File: config.mk
export PLATFORM = sky130hd
export DESIGN_NAME = ordered_list_deque_engine_core
export DESIGN_NICKNAME = d
export VERILOG_FILES = /design/src/rtl/olde_pkg.sv /design/src/rtl/ordered_list_deque_engine_core.sv
export SDC_FILE = /design/constraint.sdc
export NUM_CORES = 1
export LEC_CHECK = 0
export BUFFER_PORTS_ARGS = -buffer_cell sky130_fd_sc_hd__clkbuf_2
export CORE_MARGIN = 2
export CORE_UTILIZATION = 65
export DETAILED_ROUTE_END_ITERATION = 6
export PLACE_DENSITY = 0.88
export SETUP_SLACK_MARGIN = 0.15
export SLEW_MARGIN = 10
export SYNTH_ARGS = -nofsm -noshare
export SYNTH_HDL_FRONTEND = slang
export SYNTH_SLANG_ARGS = --single-unit
File: constraint.sdc
create_clock -name clk_i -period 9.2 [get_ports clk_i]
set_clock_uncertainty 0.2 [all_clocks]
set_input_delay 0 -clock clk_i [delete_from_list [all_inputs] [get_ports clk_i]]
set_output_delay 0 -clock clk_i [all_outputs]
set_load 0.05 [all_outputs]
File: src/rtl/olde_pkg.sv
// Shared constants and helpers for the ordered list deque engine.
// Holds the capacity, the derived widths, the command and status codes.
// Has no dependencies; every file of the block imports it.
package olde_pkg;

  // Number of entries the list can hold.
  localparam int unsigned CAPACITY = 16;

  // Index width, count width and width for position compares.
  localparam int unsigned CAP_W = (CAPACITY > 2) ? $clog2(CAPACITY) : 1;
  localparam int unsigned CNT_W = $clog2(CAPACITY + 1);
  localparam int unsigned CMP_W = ((CNT_W > 8) ? CNT_W : 8) + 1;

  // Field widths of the stream beats.
  localparam int unsigned VAL_W    = 32;
  localparam int unsigned POS_W    = 8;
  localparam int unsigned CMD_W    = 3;
  localparam int unsigned STS_W    = 3;
  localparam int unsigned OUTCNT_W = 5;
  localparam int unsigned IN_W     = 48;
  localparam int unsigned OUT_W    = 48;

  // Command codes.
  localparam logic [CMD_W-1:0] CMD_PUSH_FRONT = 3'd0;
  localparam logic [CMD_W-1:0] CMD_PUSH_BACK  = 3'd1;
  localparam logic [CMD_W-1:0] CMD_POP_FRONT  = 3'd2;
  localparam logic [CMD_W-1:0] CMD_POP_BACK   = 3'd3;
  localparam logic [CMD_W-1:0] CMD_INSERT     = 3'd4;
  localparam logic [CMD_W-1:0] CMD_DELETE     = 3'd5;
  localparam logic [CMD_W-1:0] CMD_FIND       = 3'd6;

  // Status codes.
  localparam logic [STS_W-1:0] STS_OK       = 3'd0;
  localparam logic [STS_W-1:0] STS_EMPTY    = 3'd1;
  localparam logic [STS_W-1:0] STS_FULL     = 3'd2;
  localparam logic [STS_W-1:0] STS_BADPOS   = 3'd3;
  localparam logic [STS_W-1:0] STS_NOTFOUND = 3'd4;

  // Fit a count into the five-bit result fields, dropping upper bits.
  function automatic logic [OUTCNT_W-1:0] fit_count(input logic [CNT_W-1:0] cnt);
    logic [31:0] wide;
    wide = 32'(cnt);
    return wide[OUTCNT_W-1:0];
  endfunction

endpackage

File: src/rtl/ordered_list_deque_engine_core.sv
// Top level of the ordered list deque engine: entry memory and sequencer.
// Depends on olde_pkg for the capacity, widths and command/status codes.
//
// Usage:
//   Commands arrive as beats on the s_axis group; each command yields exactly
//   one result beat on the m_axis group. The block works on one command at a
//   time: s_axis_tready is high only while it is idle.
//   The entries sit in a small single-port-style memory (one read and one
//   write per cycle, registered read data). A sequencer moves one entry at a
//   time through that port, a read state then a write state, and one
//   comparator walks the list on find. Push and insert move the entries at
//   and above the slot up by one, top first, then write the value; pop and
//   delete read the entry at the slot, then move the entries above it down
//   by one, bottom first; find compares from the front until a match or the
//   end. Rejected commands and command code seven go straight to the result
//   beat.
//   The next command is taken the cycle after the result beat is taken.
//   Reset clears the element count and the sequencer; entry contents are
//   left as they are and are never read before being written.
//   While the receiver holds m_axis_tready low the result beat stays stable
//   and no new command is accepted.
module ordered_list_deque_engine_core
  import olde_pkg::*;
(
  input  logic             clk_i,
  input  logic             rst_ni,
  // Fields from bit 0: command[2:0], position[10:3], operand_value[42:11].
  input  logic [IN_W-1:0]  s_axis_tdata,
  input  logic             s_axis_tvalid,
  output logic             s_axis_tready,
  // Fields from bit 0: popped_value[31:0], found_position[36:32],
  // status[39:37], element_count[44:40], is_empty[45].
  output logic [OUT_W-1:0] m_axis_tdata,
  output logic             m_axis_tvalid,
  input  logic             m_axis_tready
);

  // Sequencer state codes.
  localparam logic [3:0] ST_IDLE     = 4'd0;
  localparam logic [3:0] ST_INS_RD   = 4'd1;
  localparam logic [3:0] ST_INS_WR   = 4'd2;
  localparam logic [3:0] ST_TAKE     = 4'd3;
  localparam logic [3:0] ST_TAKE_CAP = 4'd4;
  localparam logic [3:0] ST_DEL_RD   = 4'd5;
  localparam logic [3:0] ST_DEL_WR   = 4'd6;
  localparam logic [3:0] ST_FIND_RD  = 4'd7;
  localparam logic [3:0] ST_FIND_CMP = 4'd8;
  localparam logic [3:0] ST_OUT      = 4'd9;

  logic [3:0]       state_q, state_d;
  logic [CNT_W-1:0] occ_q, occ_d;
  logic [CNT_W-1:0] idx_q, idx_d;
  logic [CAP_W-1:0] at_q, at_d;
  logic [VAL_W-1:0] val_q, val_d;
  logic             is_pop_q, is_pop_d;
  logic [VAL_W-1:0] popped_q, popped_d;
  logic [CNT_W-1:0] found_q, found_d;
  logic [STS_W-1:0] status_q, status_d;

  // Entry memory port signals.
  logic [VAL_W-1:0] mem_q [CAPACITY];
  logic             rd_en;
  logic [CAP_W-1:0] rd_addr;
  logic [VAL_W-1:0] rdata_q;
  logic             wr_en;
  logic [CAP_W-1:0] wr_addr;
  logic [VAL_W-1:0] wr_data;

  // Unpacked input beat fields.
  logic [CMD_W-1:0] in_cmd;
  logic [POS_W-1:0] in_pos;
  logic [VAL_W-1:0] in_val;
  logic [CMP_W-1:0] pos_w, occ_w;
  logic             full, empty;

  assign in_cmd = s_axis_tdata[CMD_W-1:0];
  assign in_pos = s_axis_tdata[CMD_W+POS_W-1:CMD_W];
  assign in_val = s_axis_tdata[CMD_W+POS_W+VAL_W-1:CMD_W+POS_W];
  assign pos_w  = CMP_W'(in_pos);
  assign occ_w  = CMP_W'(occ_q);
  assign full   = (occ_q == CNT_W'(CAPACITY));
  assign empty  = (occ_q == '0);

  // Handshake outputs and result beat packing.
  assign s_axis_tready = (state_q == ST_IDLE);
  assign m_axis_tvalid = (state_q == ST_OUT);
  assign m_axis_tdata  = {2'b00, empty, fit_count(occ_q), status_q,
                          fit_count(found_q), popped_q};

  // Entry memory: one write and one registered read per cycle.
  always_ff @(posedge clk_i) begin
    if (wr_en) begin
      mem_q[wr_addr] <= wr_data;
    end
    if (rd_en) begin
      rdata_q <= mem_q[rd_addr];
    end
  end

  // Sequencer: command decode, shift loops and find scan.
  always_comb begin
    state_d  = state_q;
    occ_d    = occ_q;
    idx_d    = idx_q;
    at_d     = at_q;
    val_d    = val_q;
    is_pop_d = is_pop_q;
    popped_d = popped_q;
    found_d  = found_q;
    status_d = status_q;
    rd_en    = 1'b0;
    rd_addr  = idx_q[CAP_W-1:0];
    wr_en    = 1'b0;
    wr_addr  = idx_q[CAP_W-1:0];
    wr_data  = rdata_q;

    unique case (state_q)
      ST_IDLE: begin
        if (s_axis_tvalid) begin
          popped_d = '0;
          found_d  = '0;
          status_d = STS_OK;
          val_d    = in_val;
          is_pop_d = 1'b0;
          state_d  = ST_OUT;
          unique case (in_cmd)
            CMD_PUSH_FRONT, CMD_PUSH_BACK: begin
              if (full) begin
                status_d = STS_FULL;
              end else begin
                at_d    = (in_cmd == CMD_PUSH_FRONT) ? '0 : CAP_W'(occ_q);
                idx_d   = occ_q;
                state_d = ST_INS_RD;
              end
            end
            CMD_POP_FRONT, CMD_POP_BACK: begin
              if (empty) begin
                popped_d = '1;
                status_d = STS_EMPTY;
              end else begin
                at_d     = (in_cmd == CMD_POP_FRONT) ? '0 : CAP_W'(occ_q - 1'b1);
                idx_d    = (in_cmd == CMD_POP_FRONT) ? '0 : occ_q - 1'b1;
                is_pop_d = 1'b1;
                state_d  = ST_TAKE;
              end
            end
            CMD_INSERT: begin
              if (full) begin
                status_d = STS_FULL;
              end else if (pos_w == '0 || pos_w > occ_w + 1'b1) begin
                status_d = STS_BADPOS;
              end else begin
                at_d    = CAP_W'(pos_w - 1'b1);
                idx_d   = occ_q;
                state_d = ST_INS_RD;
              end
            end
            CMD_DELETE: begin
              if (empty) begin
                status_d = STS_EMPTY;
              end else if (pos_w == '0 || pos_w > occ_w) begin
                status_d = STS_BADPOS;
              end else begin
                at_d    = CAP_W'(pos_w - 1'b1);
                idx_d   = CNT_W'(pos_w - 1'b1);
                state_d = ST_TAKE;
              end
            end
            CMD_FIND: begin
              idx_d   = '0;
              state_d = ST_FIND_RD;
            end
            default: begin
              // Unused command code: report ok and change nothing.
              status_d = STS_OK;
            end
          endcase
        end
      end

      // Open a gap: move entries up one slot, top first, then place the value.
      ST_INS_RD: begin
        if (idx_q[CAP_W-1:0] == at_q) begin
          wr_en   = 1'b1;
          wr_addr = at_q;
          wr_data = val_q;
          occ_d   = occ_q + 1'b1;
          state_d = ST_OUT;
        end else begin
          rd_en   = 1'b1;
          rd_addr = CAP_W'(idx_q - 1'b1);
          state_d = ST_INS_WR;
        end
      end
      ST_INS_WR: begin
        wr_en   = 1'b1;
        wr_addr = idx_q[CAP_W-1:0];
        idx_d   = idx_q - 1'b1;
        state_d = ST_INS_RD;
      end

      // Read the entry being removed; pops return it.
      ST_TAKE: begin
        rd_en   = 1'b1;
        rd_addr = at_q;
        state_d = ST_TAKE_CAP;
      end
      ST_TAKE_CAP: begin
        popped_d = is_pop_q ? rdata_q : '0;
        state_d  = ST_DEL_RD;
      end

      // Close the gap: move entries down one slot, bottom first.
      ST_DEL_RD: begin
        if (idx_q + 1'b1 == occ_q) begin
          occ_d   = occ_q - 1'b1;
          state_d = ST_OUT;
        end else begin
          rd_en   = 1'b1;
          rd_addr = CAP_W'(idx_q + 1'b1);
          state_d = ST_DEL_WR;
        end
      end
      ST_DEL_WR: begin
        wr_en   = 1'b1;
        wr_addr = idx_q[CAP_W-1:0];
        idx_d   = idx_q + 1'b1;
        state_d = ST_DEL_RD;
      end

      // Scan from the front with one comparator until a match or the end.
      ST_FIND_RD: begin
        if (idx_q == occ_q) begin
          found_d  = occ_q;
          status_d = STS_NOTFOUND;
          state_d  = ST_OUT;
        end else begin
          rd_en   = 1'b1;
          rd_addr = idx_q[CAP_W-1:0];
          state_d = ST_FIND_CMP;
        end
      end
      ST_FIND_CMP: begin
        if (rdata_q == val_q) begin
          found_d  = idx_q;
          status_d = STS_OK;
          state_d  = ST_OUT;
        end else begin
          idx_d   = idx_q + 1'b1;
          state_d = ST_FIND_RD;
        end
      end

      // Hold the result beat until the receiver takes it.
      ST_OUT: begin
        if (m_axis_tready) begin
          state_d = ST_IDLE;
        end
      end

      default: begin
        state_d = ST_IDLE;
      end
    endcase
  end

  // Control registers.
  always_ff @(posedge clk_i or negedge rst_ni) begin
    if (!rst_ni) begin
      state_q <= ST_IDLE;
      occ_q   <= '0;
    end else begin
      state_q <= state_d;
      occ_q   <= occ_d;
    end
  end

  // Working and result registers.
  always_ff @(posedge clk_i) begin
    idx_q    <= idx_d;
    at_q     <= at_d;
    val_q    <= val_d;
    is_pop_q <= is_pop_d;
    popped_q <= popped_d;
    found_q  <= found_d;
    status_q <= status_d;
  end

  // The element count never exceeds the capacity.
  assert property (@(posedge clk_i) disable iff (!rst_ni)
    occ_q <= CNT_W'(CAPACITY))
    else $error("element count above capacity");

  // The block never offers a result while it takes a command.
  assert property (@(posedge clk_i) disable iff (!rst_ni)
    !(s_axis_tready && m_axis_tvalid))
    else $error("ready and result valid at once");

  // Once a result beat is taken the block is ready next cycle.
  assert property (@(posedge clk_i) disable iff (!rst_ni)
    (m_axis_tvalid && m_axis_tready) |=> s_axis_tready)
    else $error("not idle after result beat");

  // The count holds while the block sits idle without a command.
  assert property (@(posedge clk_i) disable iff (!rst_ni)
    (s_axis_tready && !s_axis_tvalid) |=> $stable(occ_q))
    else $error("count changed while idle");

  // A command changes the count by at most one.
  assert property (@(posedge clk_i) disable iff (!rst_ni)
    (state_q != ST_IDLE && state_q != ST_OUT) |=>
      (occ_q == $past(occ_q) || occ_q == $past(occ_q) + 1'b1 ||
       occ_q == $past(occ_q) - 1'b1))
    else $error("count stepped by more than one");

endmodule
==> results_dict.tcl <==
set metrics [dict create \
    status "finished, violations left" \
    violations "DRC" \
    reg2reg_slack_ns 3.68 \
    dieArea_um2 41400 \
    dr.first_iter.drc_count 1991 \
    max_slew_margin_pct 15.3 \
    routed_wl_mm 69.0 \
    clkPwrFrac_pct 21.8 \
    ctsLongestPathBuffers 3 \
    ys_async_sr_fraction_pct 1.42 \
    crit_cells 11 \
    dp.cells 1988 \
    start_util_pct 65.5 \
    power.switching_mw 4.10 \
    top_layer "met4" \
    stdcell_area_um2 29700 \
    rsz0062_at_grt "no" \
    cts.sinks 635 \
    cp_max_fo 75 \
    area_delta_synth_final_pct 14.8 \
    critPathSlowestCell "buf_4" \
    power.internal_mw 6.97 \
    maxCapViolCount 0 \
    synth_top_cell_by_area "edfxtp_1" \
    worstPathRequired_ns 9.35 \
    utilization_pct 75.2 \
    multi_input_area_um2 6510 \
    globalRouteOverflowTotal 0 \
    grt_first_pass_wirelength_mm 100 \
    p_sw_share_pct 37.1 \
    wl_met2_mm 33.6 \
    synth_area_um2 25900 \
    pwr-share-comb_pct 38.8 \
    finalCriticalPeriod_ns 5.52 \
    viasPerCell 6.99 \
    synth_top_cell_area_share_pct 72.7 \
    worstReg2RegStart "idx_q[0]$_DFFE_PP_" \
    tritoncts "built" \
    final_net_count 1682 \
    postCtsSetupRepairBufs 0 \
    ys_seq_area_share_pct 73.6 \
    synthTopCellsByCount "edfxtp_1 (626), nand2_1 (169), mux4_2 (128)" \
    gp_congestion 0.894 \
    ios 102 \
    core_region_area_um2 39500 \
    slowest_delay_ns 0.98 \
    routed-wl-met3_mm 8.45 \
    clk_latency_ns 0.63 \
    ir_worst_vdd_mv 0.379 \
    fp-row-count 73 \
    setup_viol 0 \
    ys.flop_type "edfxtp_1" \
    first_pass_iters 7 \
    grt_pass1_vias 15600 \
    grt_use_total_pct 34.1 \
    layout.cells.non_filler 2183 \
    dp_hpwl_mm 34.3 \
    fillerInstances 2099 \
    fp.dieH_um 203 \
    drv_slew 0 \
    crit_chain "inv_1, ha_1, xor2_1, a211oi_2, a21oi_1, o2111ai_2, a221o_4, buf_4, mux4_2, a22oi_1, nand2_1" \
    crit_start "idx_q[0]$_DFFE_PP_" \
    die_x_um 203 \
    postSynthAreaPerCell_um2 18.2 \
    clock.fmax_ghz 0.181 \
    cp-endpoint "rdata_q[24]$_DFFE_PP_" \
    endpoint_kind "register" \
    start_kind "register" \
    drtAntennaViolNets 0 \
    holdCritPathClass "in -> async" \
    synth.area.top_cells "edfxtp_1 (73%), mux4_2 (11%), nand2_1 (2.5%)" \
    critPathTopFamily "compound AO/OA/AOI/OAI gates" \
    diodes 0 \
    finalSetupTns_ns 0 \
    place_area_um2 27000 \
    power_frac_seq_pct 39.4 \
    tightestPinTransition_ns 1.26 \
    antenna_found_initial 0 \
    regArea_um2 19000 \
    r2r_cells 11 \
    clk_pin_slew_ns 0.07 \
    grt_max_degree 105 \
    io_buffers 94 \
    synthCells 1423 \
    synth_edf_count 626 \
    num_vias 15300 \
    ys_ff_latch 635 \
    drive_gt1_share_pct 22.3 \
    wl_per_cell_um 31.6 \
    synth_warnings 0 \
    hold_buffers 85 \
    drc 1 \
    p_leak_nw 10.2 \
    hold_slack_ns 0.214 \
    cts-root-buf "clkbuf_16" \
    powerDensity_nw_per_um2 373 \
    finalHoldViolCount 0 \
    yosysUniqueCellTypes 62 \
    finalCritPeriodShare_pct 60.0 \
    htree_levels 2 \
    ctsResizeCount 0 \
    cts_buffers 60 \
    timing.critical_path.buf_inv 2 \
    reg2reg_to "rdata_q[24]$_DFFE_PP_" \
    wl_met1_mm 22.2 \
    critPathArrivalTime_ns 5.67 \
    yosysMostFrequentCell "edfxtp_1" \
    worst-setup-path-type "reg -> reg" \
]
logic make-up after synthesis:
family                   synth area share [%]
AND/OR/NAND/NOR                          4.81
other                                  0.0145
multiplexers                             11.2
adder cells (fa/ha/maj)                 0.968
XOR/XNOR                                 1.93
AO/OA/AOI/OAI                            5.58
flip-flops                               73.6
buffers and inverters                    1.94
placed cells by master, fill, tap and decap left out, types with 4 or more instances in the layout:
master | synthesis | layout
nor4_1 | 5 | 5
nor2_4 | 0 | 14
xor2_1 | 8 | 8
nor2b_1 | 9 | 7
buf_4 | 14 | 28
nor2_1 | 36 | 22
a22o_1 | 10 | 10
o21ai_0 | 23 | 23
mux4_2 | 128 | 128
a22oi_1 | 66 | 66
nand4_1 | 10 | 10
and3_1 | 6 | 6
xnor2_1 | 49 | 49
clkbuf_2 | 0 | 94
inv_1 | 18 | 18
nor3_2 | 0 | 4
a21oi_1 | 16 | 15
edfxtp_1 | 626 | 626
ha_1 | 20 | 20
clkbuf_1 | 37 | 11
clkbuf_16 | 0 | 62
clkinv_1 | 0 | 11
clkinv_2 | 0 | 14
and2_1 | 4 | 4
nand2_1 | 169 | 169
a21o_1 | 34 | 34
nor3_1 | 14 | 10
or3_1 | 6 | 5
dlygate4sd3_1 | 0 | 85
nand3_1 | 12 | 12
clkinvlp_4 | 0 | 4
o22ai_1 | 7 | 7
dfrtp_1 | 9 | 9
a221oi_1 | 5 | 5
per-stage QoR:
stage / power, mW / setup WS, ns
global placement: 8.28 / 3.90
global route: 11.4 / 3.42
CTS: 10.9 / 3.71
floorplan: 7.36 / 4.73
detailed placement: 8.46 / 3.77
finish: 11.1 / 3.68
final cells by class:
type	instances	area share, %
multi-input combinational	687	21.9
clock inverter	37	0.953
timing repair buffer	208	5.23
clock buffer	73	5.37
sequential	635	64.1
inverter	18	0.228
tap	525	2.21
worst register-to-register path: stages, from the launching register on:
cell       delay, ns
edfxtp_1        0.85
inv_1           0.20
ha_1            0.43
xor2_1          0.18
a211oi_2        0.19
a21oi_1         0.11
o2111ai_2       0.42
a221o_4         0.82
buf_4           1.00
mux4_2          0.47
a22oi_1         0.27
nand2_1         0.11
sequential cells by signal (all words and copies together), names as in the netlist:
register / cells
status_q: 3
popped_q: 32
mem_q: 512
at_q: 4
val_q: 32
state_q: 4
idx_q: 5
rdata_q: 32
occ_q: 5
found_q: 5
is_pop_q: 1
metal layers:
| layer | global-route usage, % | vias up |
|---|---|---|
| met5 | 0 | - |
| met4 | 21.0 | 0 |
| met3 | 7.35 | 337 |
| met2 | 55.2 | 1342 |
| met1 | 42.9 | 7508 |
| li1 | - | 6076 |
worst min path at each step:
stage,start,to,slack [ns],cells after the start
after floorplan,rst_ni,occ_q[0]$_DFFE_PN0P_,-0.50,0
after global placement,rst_ni,occ_q[0]$_DFFE_PN0P_,-0.31,1
after detailed placement,rst_ni,occ_q[1]$_DFFE_PN0P_,-0.31,1
after CTS,s_axis_tdata[8],idx_q[4]$_DFFE_PP_,0.21,5
after global routing,rst_ni,occ_q[4]$_DFFE_PN0P_,0.27,3
final,rst_ni,occ_q[4]$_DFFE_PN0P_,0.21,3
power by group through the flow:
stage	Sequential [mW]	Combinational (mW)	Clock, mW
finish	4.36	4.29	2.41
global route	4.38	4.52	2.52
CTS	4.34	4.20	2.39
detailed placement	4.39	4.08	0
global placement	4.36	3.92	0
floorplan	4.46	2.91	0
Note: power is estimated with default switching activity, not from simulation.
